$ cat src/rtl/nctss_pkg.sv
`timescale 1ns / 1ps
// Package for the nested comment / text scanner: scan modes, pending codes,
// token codes, character constants, the transaction and control structs and is_cont.
// No dependencies.
package nctss_pkg;

	localparam int DEPTH_WIDTH_DEF  = 16;
	localparam int OFFSET_WIDTH_DEF = 16;
	localparam int CP_WIDTH         = 21;
	localparam int RES_WIDTH        = 16;

	typedef enum logic [2:0] {
		M_IDLE  = 3'd0,
		M_BODY  = 3'd1,
		M_SEG   = 3'd2,
		M_WS    = 3'd3,
		M_SLASH = 3'd4,
		M_CMT   = 3'd5
	} mode_t;

	typedef enum logic [2:0] {
		P_NONE   = 3'd0,
		P_ESC    = 3'd1,
		P_DOLLAR = 3'd2,
		P_SLASH  = 3'd3,
		P_STAR   = 3'd4
	} pend_t;

	typedef enum logic [2:0] {
		K_REJECT  = 3'd0,
		K_COMMENT = 3'd1,
		K_NEWLINE = 3'd2,
		K_BODY    = 3'd3,
		K_SEG     = 3'd4
	} kind_t;

	// Characters the scanner reacts to
	localparam logic [CP_WIDTH-1:0] CH_LF     = 21'h0A;
	localparam logic [CP_WIDTH-1:0] CH_TAB    = 21'h09;
	localparam logic [CP_WIDTH-1:0] CH_CR     = 21'h0D;
	localparam logic [CP_WIDTH-1:0] CH_SPACE  = 21'h20;
	localparam logic [CP_WIDTH-1:0] CH_DOLLAR = 21'h24;
	localparam logic [CP_WIDTH-1:0] CH_STAR   = 21'h2A;
	localparam logic [CP_WIDTH-1:0] CH_SLASH  = 21'h2F;
	localparam logic [CP_WIDTH-1:0] CH_BSLASH = 21'h5C;
	localparam logic [CP_WIDTH-1:0] CH_LBRACE = 21'h7B;
	localparam logic [CP_WIDTH-1:0] CH_RBRACE = 21'h7D;

	// One input transaction
	typedef struct packed {
		logic                scan_start;
		logic                valid_comment;
		logic                valid_newline;
		logic                valid_text_body;
		logic                valid_text_segment;
		logic                at_eof;
		logic [CP_WIDTH-1:0] code_point;
	} item_t;

	// Narrow control part of the scan state
	typedef struct packed {
		mode_t mode;
		pend_t pend;
		logic  consumed;
		logic  crossed;
		logic  lat_comment;
		logic  lat_newline;
	} ctl_t;

	// Done flag and token code of one result
	typedef struct packed {
		logic  done;
		kind_t kind;
	} res_t;

	// Operator characters that continue a statement on the next line
	function automatic logic is_cont(input logic [CP_WIDTH-1:0] c);
		return c inside {21'h2E, 21'h7C, 21'h3F, 21'h2B, 21'h2D, 21'h2A, 21'h25,
			21'h3C, 21'h3E, 21'h3D, 21'h21, 21'h26, 21'h5E, 21'h7E};
	endfunction

endpackage

$ cat src/rtl/nctss_step.sv
`timescale 1ns / 1ps
// Next-state and result logic of the scanner for one character.
// Depends on nctss_pkg.
module nctss_step #(
	parameter int DEPTH_WIDTH  = nctss_pkg::DEPTH_WIDTH_DEF,
	parameter int OFFSET_WIDTH = nctss_pkg::OFFSET_WIDTH_DEF
) (
	input  nctss_pkg::item_t                 item,
	input  nctss_pkg::ctl_t                  cur_ctl,
	input  logic [DEPTH_WIDTH-1:0]           cur_depth,
	input  logic [OFFSET_WIDTH-1:0]          cur_adv,
	input  logic [OFFSET_WIDTH-1:0]          cur_skip,
	input  logic [OFFSET_WIDTH-1:0]          cur_marked,
	output nctss_pkg::ctl_t                  nxt_ctl,
	output logic [DEPTH_WIDTH-1:0]           nxt_depth,
	output logic [OFFSET_WIDTH-1:0]          nxt_adv,
	output logic [OFFSET_WIDTH-1:0]          nxt_skip,
	output logic [OFFSET_WIDTH-1:0]          nxt_marked,
	output nctss_pkg::res_t                  res,
	output logic [nctss_pkg::RES_WIDTH-1:0]  res_start,
	output logic [nctss_pkg::RES_WIDTH-1:0]  res_end
);
	import nctss_pkg::*;

	localparam logic [DEPTH_WIDTH-1:0]  DEPTH_MAX  = '1;
	localparam logic [OFFSET_WIDTH-1:0] OFFSET_MAX = '1;

	ctl_t                    ctl;
	logic [DEPTH_WIDTH-1:0]  depth;
	logic [OFFSET_WIDTH-1:0] adv;
	logic [OFFSET_WIDTH-1:0] skip;
	logic [OFFSET_WIDTH-1:0] marked;
	logic [OFFSET_WIDTH-1:0] end_val;
	logic                    done;
	kind_t                   kind;
	logic                    handled;
	logic                    seg;
	logic                    eof;
	logic [CP_WIDTH-1:0]     c;
	logic [OFFSET_WIDTH+RES_WIDTH-1:0] skip_ext;
	logic [OFFSET_WIDTH+RES_WIDTH-1:0] end_ext;

	assign eof = item.at_eof;
	assign c   = item.code_point;

	always_comb begin
		ctl     = cur_ctl;
		depth   = cur_depth;
		adv     = cur_adv;
		skip    = cur_skip;
		marked  = cur_marked;
		end_val = '0;
		done    = 1'b0;
		kind    = K_REJECT;
		handled = 1'b0;

		// New scan: latch flags, clear counters, pick the mode
		if (item.scan_start) begin
			ctl.lat_comment = item.valid_comment;
			ctl.lat_newline = item.valid_newline;
			ctl.consumed    = 1'b0;
			ctl.crossed     = 1'b0;
			ctl.pend        = P_NONE;
			depth           = DEPTH_WIDTH'(1);
			adv             = '0;
			skip            = '0;
			marked          = '0;
			if (item.valid_text_body && !item.valid_newline) begin
				ctl.mode = M_BODY;
			end else if (item.valid_text_segment && !item.valid_newline) begin
				ctl.mode = M_SEG;
			end else begin
				ctl.mode = M_WS;
			end
		end

		seg = (ctl.mode == M_SEG);

		case (ctl.mode)
			// Verbatim text: brace depth, escapes, interpolation holes
			M_BODY, M_SEG: begin
				if (ctl.pend == P_ESC) begin
					ctl.pend = P_NONE;
					if (!eof && (c == CH_LBRACE || c == CH_RBRACE || c == CH_BSLASH ||
						(seg && c == CH_DOLLAR))) begin
						if (adv != OFFSET_MAX) adv = adv + OFFSET_WIDTH'(1);
						handled = 1'b1;
					end
				end else if (ctl.pend == P_DOLLAR) begin
					ctl.pend = P_NONE;
					if (!eof && c == CH_LBRACE) begin
						done    = 1'b1;
						kind    = ctl.consumed ? K_SEG : K_REJECT;
						end_val = marked;
						handled = 1'b1;
					end else begin
						ctl.consumed = 1'b1;
					end
				end
				if (!handled) begin
					if (eof) begin
						done = 1'b1;
					end else if (c == CH_BSLASH) begin
						if (adv != OFFSET_MAX) adv = adv + OFFSET_WIDTH'(1);
						ctl.pend     = P_ESC;
						ctl.consumed = 1'b1;
					end else if (seg && c == CH_DOLLAR) begin
						marked = adv;
						if (adv != OFFSET_MAX) adv = adv + OFFSET_WIDTH'(1);
						ctl.pend = P_DOLLAR;
					end else if (c == CH_RBRACE && depth <= DEPTH_WIDTH'(1)) begin
						// balancing brace ends the token before it
						done = 1'b1;
						if (ctl.consumed) begin
							marked  = adv;
							kind    = seg ? K_SEG : K_BODY;
							end_val = adv;
						end
					end else begin
						if (c == CH_RBRACE) begin
							depth = depth - DEPTH_WIDTH'(1);
						end else if (c == CH_LBRACE && depth != DEPTH_MAX) begin
							depth = depth + DEPTH_WIDTH'(1);
						end
						if (adv != OFFSET_MAX) adv = adv + OFFSET_WIDTH'(1);
						ctl.consumed = 1'b1;
					end
				end
			end
			// Leading whitespace, then comment opener or newline terminator
			M_WS: begin
				if (!eof && (c == CH_LF || c == CH_SPACE || c == CH_TAB || c == CH_CR)) begin
					if (c == CH_LF) ctl.crossed = 1'b1;
					if (adv != OFFSET_MAX) adv = adv + OFFSET_WIDTH'(1);
					if (skip != OFFSET_MAX) skip = skip + OFFSET_WIDTH'(1);
				end else if (ctl.lat_comment && !eof && c == CH_SLASH) begin
					marked = adv;
					if (adv != OFFSET_MAX) adv = adv + OFFSET_WIDTH'(1);
					ctl.mode = M_SLASH;
				end else if (ctl.lat_newline && (ctl.crossed || eof)) begin
					done = 1'b1;
					if (eof || !is_cont(c)) begin
						kind    = K_NEWLINE;
						end_val = adv;
					end
				end else begin
					done = 1'b1;
				end
			end
			// Slash seen: only a star opens the comment
			M_SLASH: begin
				if (!eof && c == CH_STAR) begin
					if (adv != OFFSET_MAX) adv = adv + OFFSET_WIDTH'(1);
					depth    = DEPTH_WIDTH'(1);
					ctl.pend = P_NONE;
					ctl.mode = M_CMT;
				end else begin
					done = 1'b1;
				end
			end
			// Inside a nestable block comment
			M_CMT: begin
				if (ctl.pend == P_SLASH) begin
					ctl.pend = P_NONE;
					if (!eof && c == CH_STAR) begin
						if (adv != OFFSET_MAX) adv = adv + OFFSET_WIDTH'(1);
						if (depth != DEPTH_MAX) depth = depth + DEPTH_WIDTH'(1);
						handled = 1'b1;
					end
				end else if (ctl.pend == P_STAR) begin
					ctl.pend = P_NONE;
					if (!eof && c == CH_SLASH) begin
						if (adv != OFFSET_MAX) adv = adv + OFFSET_WIDTH'(1);
						if (depth != '0) depth = depth - DEPTH_WIDTH'(1);
						if (depth == '0) begin
							marked  = adv;
							done    = 1'b1;
							kind    = K_COMMENT;
							end_val = adv;
						end
						handled = 1'b1;
					end
				end
				if (!handled) begin
					if (eof) begin
						done = 1'b1;
					end else begin
						if (c == CH_SLASH) begin
							ctl.pend = P_SLASH;
						end else if (c == CH_STAR) begin
							ctl.pend = P_STAR;
						end
						if (adv != OFFSET_MAX) adv = adv + OFFSET_WIDTH'(1);
					end
				end
			end
			default: begin
				ctl.mode = M_IDLE;
			end
		endcase

		if (done) ctl.mode = M_IDLE;
	end

	// Offsets leave the block as 16-bit values
	assign skip_ext = {{RES_WIDTH{1'b0}}, skip};
	assign end_ext  = {{RES_WIDTH{1'b0}}, end_val};

	assign nxt_ctl    = ctl;
	assign nxt_depth  = depth;
	assign nxt_adv    = adv;
	assign nxt_skip   = skip;
	assign nxt_marked = marked;
	assign res.done   = done;
	assign res.kind   = kind;
	assign res_start  = (done && kind != K_REJECT) ? skip_ext[RES_WIDTH-1:0] : '0;
	assign res_end    = (done && kind != K_REJECT) ? end_ext[RES_WIDTH-1:0] : '0;

endmodule

$ cat src/rtl/nested_comment_text_scanner_unit.sv
`timescale 1ns / 1ps
// Top level of the nested comment / text scanner: input register, scan state
// and result register around nctss_step. Depends on nctss_pkg, nctss_step.
//
//  channel  | dir | tdata                                | tuser / tlast
//  ---------+-----+--------------------------------------+-----------------------------
//  s_axis   | in  | code_point[20:0], 3 pad bits         | scan_start, valid_comment,
//           |     |                                      | valid_newline, valid_text_body,
//           |     |                                      | valid_text_segment, at_eof
//  m_axis   | out | token_start[15:0], token_end[31:16]  | tuser token_kind, tlast scan_done
//
// One character per cycle sustained while m_axis is not stalled; every input
// transaction yields one result transaction, passed through the input register
// and then the result register. The scan state updates along with the result register.
// arst_n clears the scan state and both valid flags; the scanner is then idle.
// A stall on m_axis holds the result register; the input register takes data
// while it is empty or while the result register drains or is empty.
module nested_comment_text_scanner_unit #(
	parameter int DEPTH_WIDTH  = nctss_pkg::DEPTH_WIDTH_DEF,
	parameter int OFFSET_WIDTH = nctss_pkg::OFFSET_WIDTH_DEF
) (
	input  logic        clk,
	input  logic        arst_n,
	input  logic        s_axis_tvalid,
	output logic        s_axis_tready,
	input  logic [23:0] s_axis_tdata,  // code_point[20:0], zero pad [23:21]
	input  logic [5:0]  s_axis_tuser,  // scan_start, valid_comment, valid_newline,
	                                   // valid_text_body, valid_text_segment, at_eof
	output logic        m_axis_tvalid,
	input  logic        m_axis_tready,
	output logic [31:0] m_axis_tdata,  // token_start[15:0], token_end[31:16]
	output logic [2:0]  m_axis_tuser,  // token_kind
	output logic        m_axis_tlast   // scan_done
);
	import nctss_pkg::*;

	item_t                   item_s1;
	logic                    valid_s1;
	res_t                    res_s2;
	logic [RES_WIDTH-1:0]    start_s2;
	logic [RES_WIDTH-1:0]    end_s2;
	logic                    valid_s2;

	ctl_t                    ctl_q;
	logic [DEPTH_WIDTH-1:0]  depth_q;
	logic [OFFSET_WIDTH-1:0] adv_q;
	logic [OFFSET_WIDTH-1:0] skip_q;
	logic [OFFSET_WIDTH-1:0] marked_q;

	ctl_t                    nxt_ctl;
	logic [DEPTH_WIDTH-1:0]  nxt_depth;
	logic [OFFSET_WIDTH-1:0] nxt_adv;
	logic [OFFSET_WIDTH-1:0] nxt_skip;
	logic [OFFSET_WIDTH-1:0] nxt_marked;
	res_t                    res;
	logic [RES_WIDTH-1:0]    res_start;
	logic [RES_WIDTH-1:0]    res_end;

	logic                    advance;
	logic                    s_take;

	// Handshake: process when the result register is free or draining
	assign advance       = valid_s1 && (!valid_s2 || m_axis_tready);
	assign s_axis_tready = !valid_s1 || advance;
	assign s_take        = s_axis_tvalid && s_axis_tready;

	// Input register valid
	always_ff @(posedge clk or negedge arst_n) begin
		if (!arst_n) begin
			valid_s1 <= 1'b0;
		end else if (s_axis_tready) begin
			valid_s1 <= s_axis_tvalid;
		end
	end

	// Input register payload
	always_ff @(posedge clk) begin
		if (s_take) begin
			item_s1.scan_start         <= s_axis_tuser[0];
			item_s1.valid_comment      <= s_axis_tuser[1];
			item_s1.valid_newline      <= s_axis_tuser[2];
			item_s1.valid_text_body    <= s_axis_tuser[3];
			item_s1.valid_text_segment <= s_axis_tuser[4];
			item_s1.at_eof             <= s_axis_tuser[5];
			item_s1.code_point         <= s_axis_tdata[CP_WIDTH-1:0];
		end
	end

	nctss_step #(
		.DEPTH_WIDTH (DEPTH_WIDTH),
		.OFFSET_WIDTH(OFFSET_WIDTH)
	) u_step (
		.item      (item_s1),
		.cur_ctl   (ctl_q),
		.cur_depth (depth_q),
		.cur_adv   (adv_q),
		.cur_skip  (skip_q),
		.cur_marked(marked_q),
		.nxt_ctl   (nxt_ctl),
		.nxt_depth (nxt_depth),
		.nxt_adv   (nxt_adv),
		.nxt_skip  (nxt_skip),
		.nxt_marked(nxt_marked),
		.res       (res),
		.res_start (res_start),
		.res_end   (res_end)
	);

	// Scan state
	always_ff @(posedge clk or negedge arst_n) begin
		if (!arst_n) begin
			ctl_q    <= '{mode: M_IDLE, pend: P_NONE, default: 1'b0};
			depth_q  <= '0;
			adv_q    <= '0;
			skip_q   <= '0;
			marked_q <= '0;
		end else if (advance) begin
			ctl_q    <= nxt_ctl;
			depth_q  <= nxt_depth;
			adv_q    <= nxt_adv;
			skip_q   <= nxt_skip;
			marked_q <= nxt_marked;
		end
	end

	// Result register valid
	always_ff @(posedge clk or negedge arst_n) begin
		if (!arst_n) begin
			valid_s2 <= 1'b0;
		end else if (!valid_s2 || m_axis_tready) begin
			valid_s2 <= valid_s1;
		end
	end

	// Result register payload
	always_ff @(posedge clk) begin
		if (advance) begin
			res_s2   <= res;
			start_s2 <= res_start;
			end_s2   <= res_end;
		end
	end

	assign m_axis_tvalid = valid_s2;
	assign m_axis_tdata  = {end_s2, start_s2};
	assign m_axis_tuser  = res_s2.kind;
	assign m_axis_tlast  = res_s2.done;

`ifndef SYNTH
	// A token code other than rejected only comes with the end of a scan
	a_kind_needs_done: assert property (@(posedge clk) disable iff (!arst_n)
		m_axis_tvalid && !m_axis_tlast |-> m_axis_tuser == K_REJECT)
		else $error("token code on an unfinished scan");

	// Rejected or unfinished results carry no offsets
	a_reject_zero: assert property (@(posedge clk) disable iff (!arst_n)
		m_axis_tvalid && m_axis_tuser == K_REJECT |-> m_axis_tdata == '0)
		else $error("offsets on a rejected result");

	// A finished scan leaves the scanner idle
	a_done_idle: assert property (@(posedge clk) disable iff (!arst_n)
		advance && res.done |=> ctl_q.mode == M_IDLE)
		else $error("scanner not idle after scan end");

	// No escape or delimiter is left pending once idle
	a_idle_no_pend: assert property (@(posedge clk) disable iff (!arst_n)
		ctl_q.mode == M_IDLE |-> ctl_q.pend == P_NONE)
		else $error("pending code left while idle");
`endif

endmodule
$ cat config.mk
export PLATFORM = sky130hd
export DESIGN_NAME = nested_comment_text_scanner_unit
export DESIGN_NICKNAME = d
export VERILOG_FILES = /design/src/rtl/nctss_pkg.sv /design/src/rtl/nctss_step.sv /design/src/rtl/nested_comment_text_scanner_unit.sv
export SDC_FILE = /design/constraint.sdc
export NUM_CORES = 1
export LEC_CHECK = 0
export ABC_AREA = 0
export BUFFER_PORTS_ARGS = -buffer_cell sky130_fd_sc_hd__buf_2
export CAP_MARGIN = 20
export CORE_ASPECT_RATIO = 2
export CORE_MARGIN = 10
export CORE_UTILIZATION = 46
export DETAILED_ROUTE_END_ITERATION = 8
export PLACE_DENSITY_LB_ADDON = 0.05
export SYNTH_ARGS = -nofsm -noshare
export SYNTH_HDL_FRONTEND = slang
export SYNTH_SLANG_ARGS = --single-unit
$ cat constraint.sdc
create_clock -name clk -period 6.4 [get_ports clk]
set_clock_uncertainty 0.05 [all_clocks]
set_input_delay 0.32 -clock clk [delete_from_list [all_inputs] [get_ports clk]]
set_output_delay 0.32 -clock clk [all_outputs]
set_load 0.05 [all_outputs]
==> flow_summary.json <==
{
  "synth_area_um2": 12200,
  "via_per_inst": 6.83,
  "hold_violations": 0,
  "start_util_pct": 46.5,
  "cts_htree_levels": 4,
  "synth.distinct_cells": 114,
  "netlist.top_cell.by_area": "dfrtp_1",
  "leakage_nw": 4.94,
  "cp_data_arrival_time_ns": 5.88,
  "cap_violations": 0,
  "hpwl_mm": 40.5,
  "tightestPinTransition_ns": 1.16,
  "crit_type": "reg -> reg",
  "gp_congestion": 1.03,
  "antennaDiodeCount": 0,
  "post_dp_cell_area_um2": 12900,
  "dieArea_um2": 33900,
  "grt_pass1_vias": 13000,
  "final_cell_mix": "170 x nand2_1, 157 x nor2_1, 136 x a21oi_1",
  "finalSetupViolations": 0,
  "slew_viol_final": 0,
  "path_clk_slew_ns": 0.07,
  "drt-pass1-iter-count": 6,
  "synthCells": 1544,
  "cts_tree": "yes",
  "synth_area_per_cell_um2": 7.91,
  "power_density_nw_per_um2": 229,
  "finalCritPeriodShare_pct": 87.6,
  "antenna_found_initial": 1,
  "overflow": 0,
  "worstHoldPathType": "in -> reg",
  "outcome": "finished clean",
  "endpoint_kind": "register",
  "fp.dieW_um": 135,
  "yosysWarnings": 0,
  "final_layout_size_suffix_gt1_share_pct": 13.5,
  "grt_start_max_net_pins": 130,
  "min_period_ns": 5.61,
  "post_cts_resized": 0,
  "core_region_area_um2": 26300,
  "seq_area_frac_synth_pct": 31.1,
  "drt-initial-drc-count": 1241,
  "startpoint_type": "register",
  "slew_headroom_pct": 22.4,
  "crit_chain": "inv_1 > nand2_1 > inv_1 > ha_1 > nand4b_4 > or3_1 > o2111ai_1 > o21ai_0 > ha_1 > o2111ai_2 > nor4_4 > a21oi_2 > mux2_1 > o21ai_1 > o211ai_1",
  "fin_area_um2": 13800,
  "clkSinkCount": 139,
  "clock-root-buffer": "clkbuf_16",
  "ir_drop_v": 0.000187,
  "grt_pass1_wl_mm": 82.5,
  "ant_nets": 0,
  "synthArstFlopShare_pct": 54.7,
  "num_rows": 84,
  "vias": 13300,
  "crit_path_top_delay_cell": "o2111ai_1",
  "clk_latency_ns": 0.46,
  "syn2layout_area_growth_pct": 13.1,
  "tns_ns": 0,
  "nFillCells": 2584,
  "critPathMaxFanout": 13,
  "routed_wl_mm": 56.0,
  "nets": 1637,
  "synthTopCellsByArea": "dfrtp_1 16%, edfxtp_1 15%, a21oi_1 5.6%, nand2_1 5.3%, nor2_1 4.9%",
  "synth-edff-count": 63,
  "whs_ns": 0.0139,
  "worst_path_largest_cell_delay_ns": 0.77,
  "rsz0062_at_grt": "no",
  "synth_top_cell_area_share_pct": 15.6,
  "r2r_setup_slack_ns": 0.79,
  "required_ns": 6.67,
  "fmax_mhz": 178,
  "ios": 72,
  "syn_nets": 1585,
  "cp_top_family": "compound AO/OA/AOI/OAI gates",
  "ys.flop_type": "dfrtp_1",
  "die_h_um": 250,
  "wl_per_cell_um": 28.7,
  "drc": 0,
  "total_power_w": 0.00316,
  "cts_buffers": 17,
  "layout_commonest_cell": "nand2_1",
  "ys_ff_latch": 139,
  "critPathBufInv": 2,
  "port_buffers": 68,
  "grt_util_all_layers_pct": 32.6,
  "clock_path_buffers": 2
}
[power breakdown]
part	internal [W]	total [W]	leakage (nW)	switching (W)
logic	0.000265	0.000885	3.00	0.000620
clock network	0.000696	0.00114	0.315	0.000440
registers	0.00103	0.00114	1.63	0.000115
[state kept, by name, indices dropped and copies added, names as in the netlist]
| name | cells |
|---|---|
| end_s2 | 16 |
| valid_s1 | 1 |
| adv_q | 16 |
| item_s1 | 27 |
| start_s2 | 16 |
| m_axis_tuser | 3 |
| m_axis_tvalid | 1 |
| depth_q | 16 |
| m_axis_tlast | 1 |
| marked_q | 16 |
| ctl_q | 10 |
| skip_q | 16 |
[metrics by stage]
step | instances | util [%] | setup WS (ns)
6_report | 1953 | 52.6 | 0.791
5_1_grt | 1953 | 52.6 | 0.586
4_1_cts | 1951 | 52.5 | 1.04
3_5_place_dp | 1891 | 49.0 | 1.06
3_3_place_gp | 1891 | 49.0 | 1.08
2_1_floorplan | 1544 | - | 1.78
[cell type report]
type	instances	area [µm²]	share of cell area, %
tap	344	430	3.12
timing repair buffer	138	956	6.92
inverter	26	97.6	0.706
multi-input combinational	1274	7890	57.1
sequential	139	3790	27.5
clock buffer	19	433	3.13
clock inverter	13	214	1.55
[cell families after synthesis]
logic type,count (synthesis),synth area share [%]
simple gates,651,28.1
compound gates,515,27.8
flops,139,31.1
buf+inv,131,4.55
xor+xnor,69,5.10
mux,32,2.70
fa+ha+maj,7,0.717
[final timing paths]
path | startpoint | endpoint | depth (start not counted)
setup / recovery | item_s1[26] | adv_q[4] | 15
hold / removal | s_axis_tvalid | valid_s1 | 2
setup reg to reg | item_s1[26] | adv_q[4] | 15
hold reg to reg | marked_q[9] | marked_q[9] | 1
max in group asynchronous | arst_n | marked_q[1] | 3
min in group asynchronous | arst_n | depth_q[5] | 2
[layer usage]
metal / track usage [%] / routed length, µm / vias up
li1: - / - / 5932
met1: 32.9 / 18600 / 6361
met2: 54.9 / 27800 / 739
met3: 6.56 / 3990 / 303
met4: 29.2 / 5610 / 2
met5: 0 / 8 / -
[cells in the mapped netlist, types with 20 or more instances]
master / instances
a31oi_1: 25
clkbuf_1: 74
mux2i_1: 24
and3_1: 21
edfxtp_1: 63
nand4_1: 20
nor2b_1: 32
o22ai_1: 26
nand2_1: 171
nor2_1: 158
nor3_1: 60
nand3_1: 50
a21oi_1: 136
o21ai_0: 114
inv_1: 24
xnor2_1: 49
dfrtp_1: 76
[repair_timing]
item / CTS / global route
hold buffers: 28 / 0
setup buffers: 0 / 0
hold endpoints to repair: 61 / 0
Power figures use the tool's default switching activity.
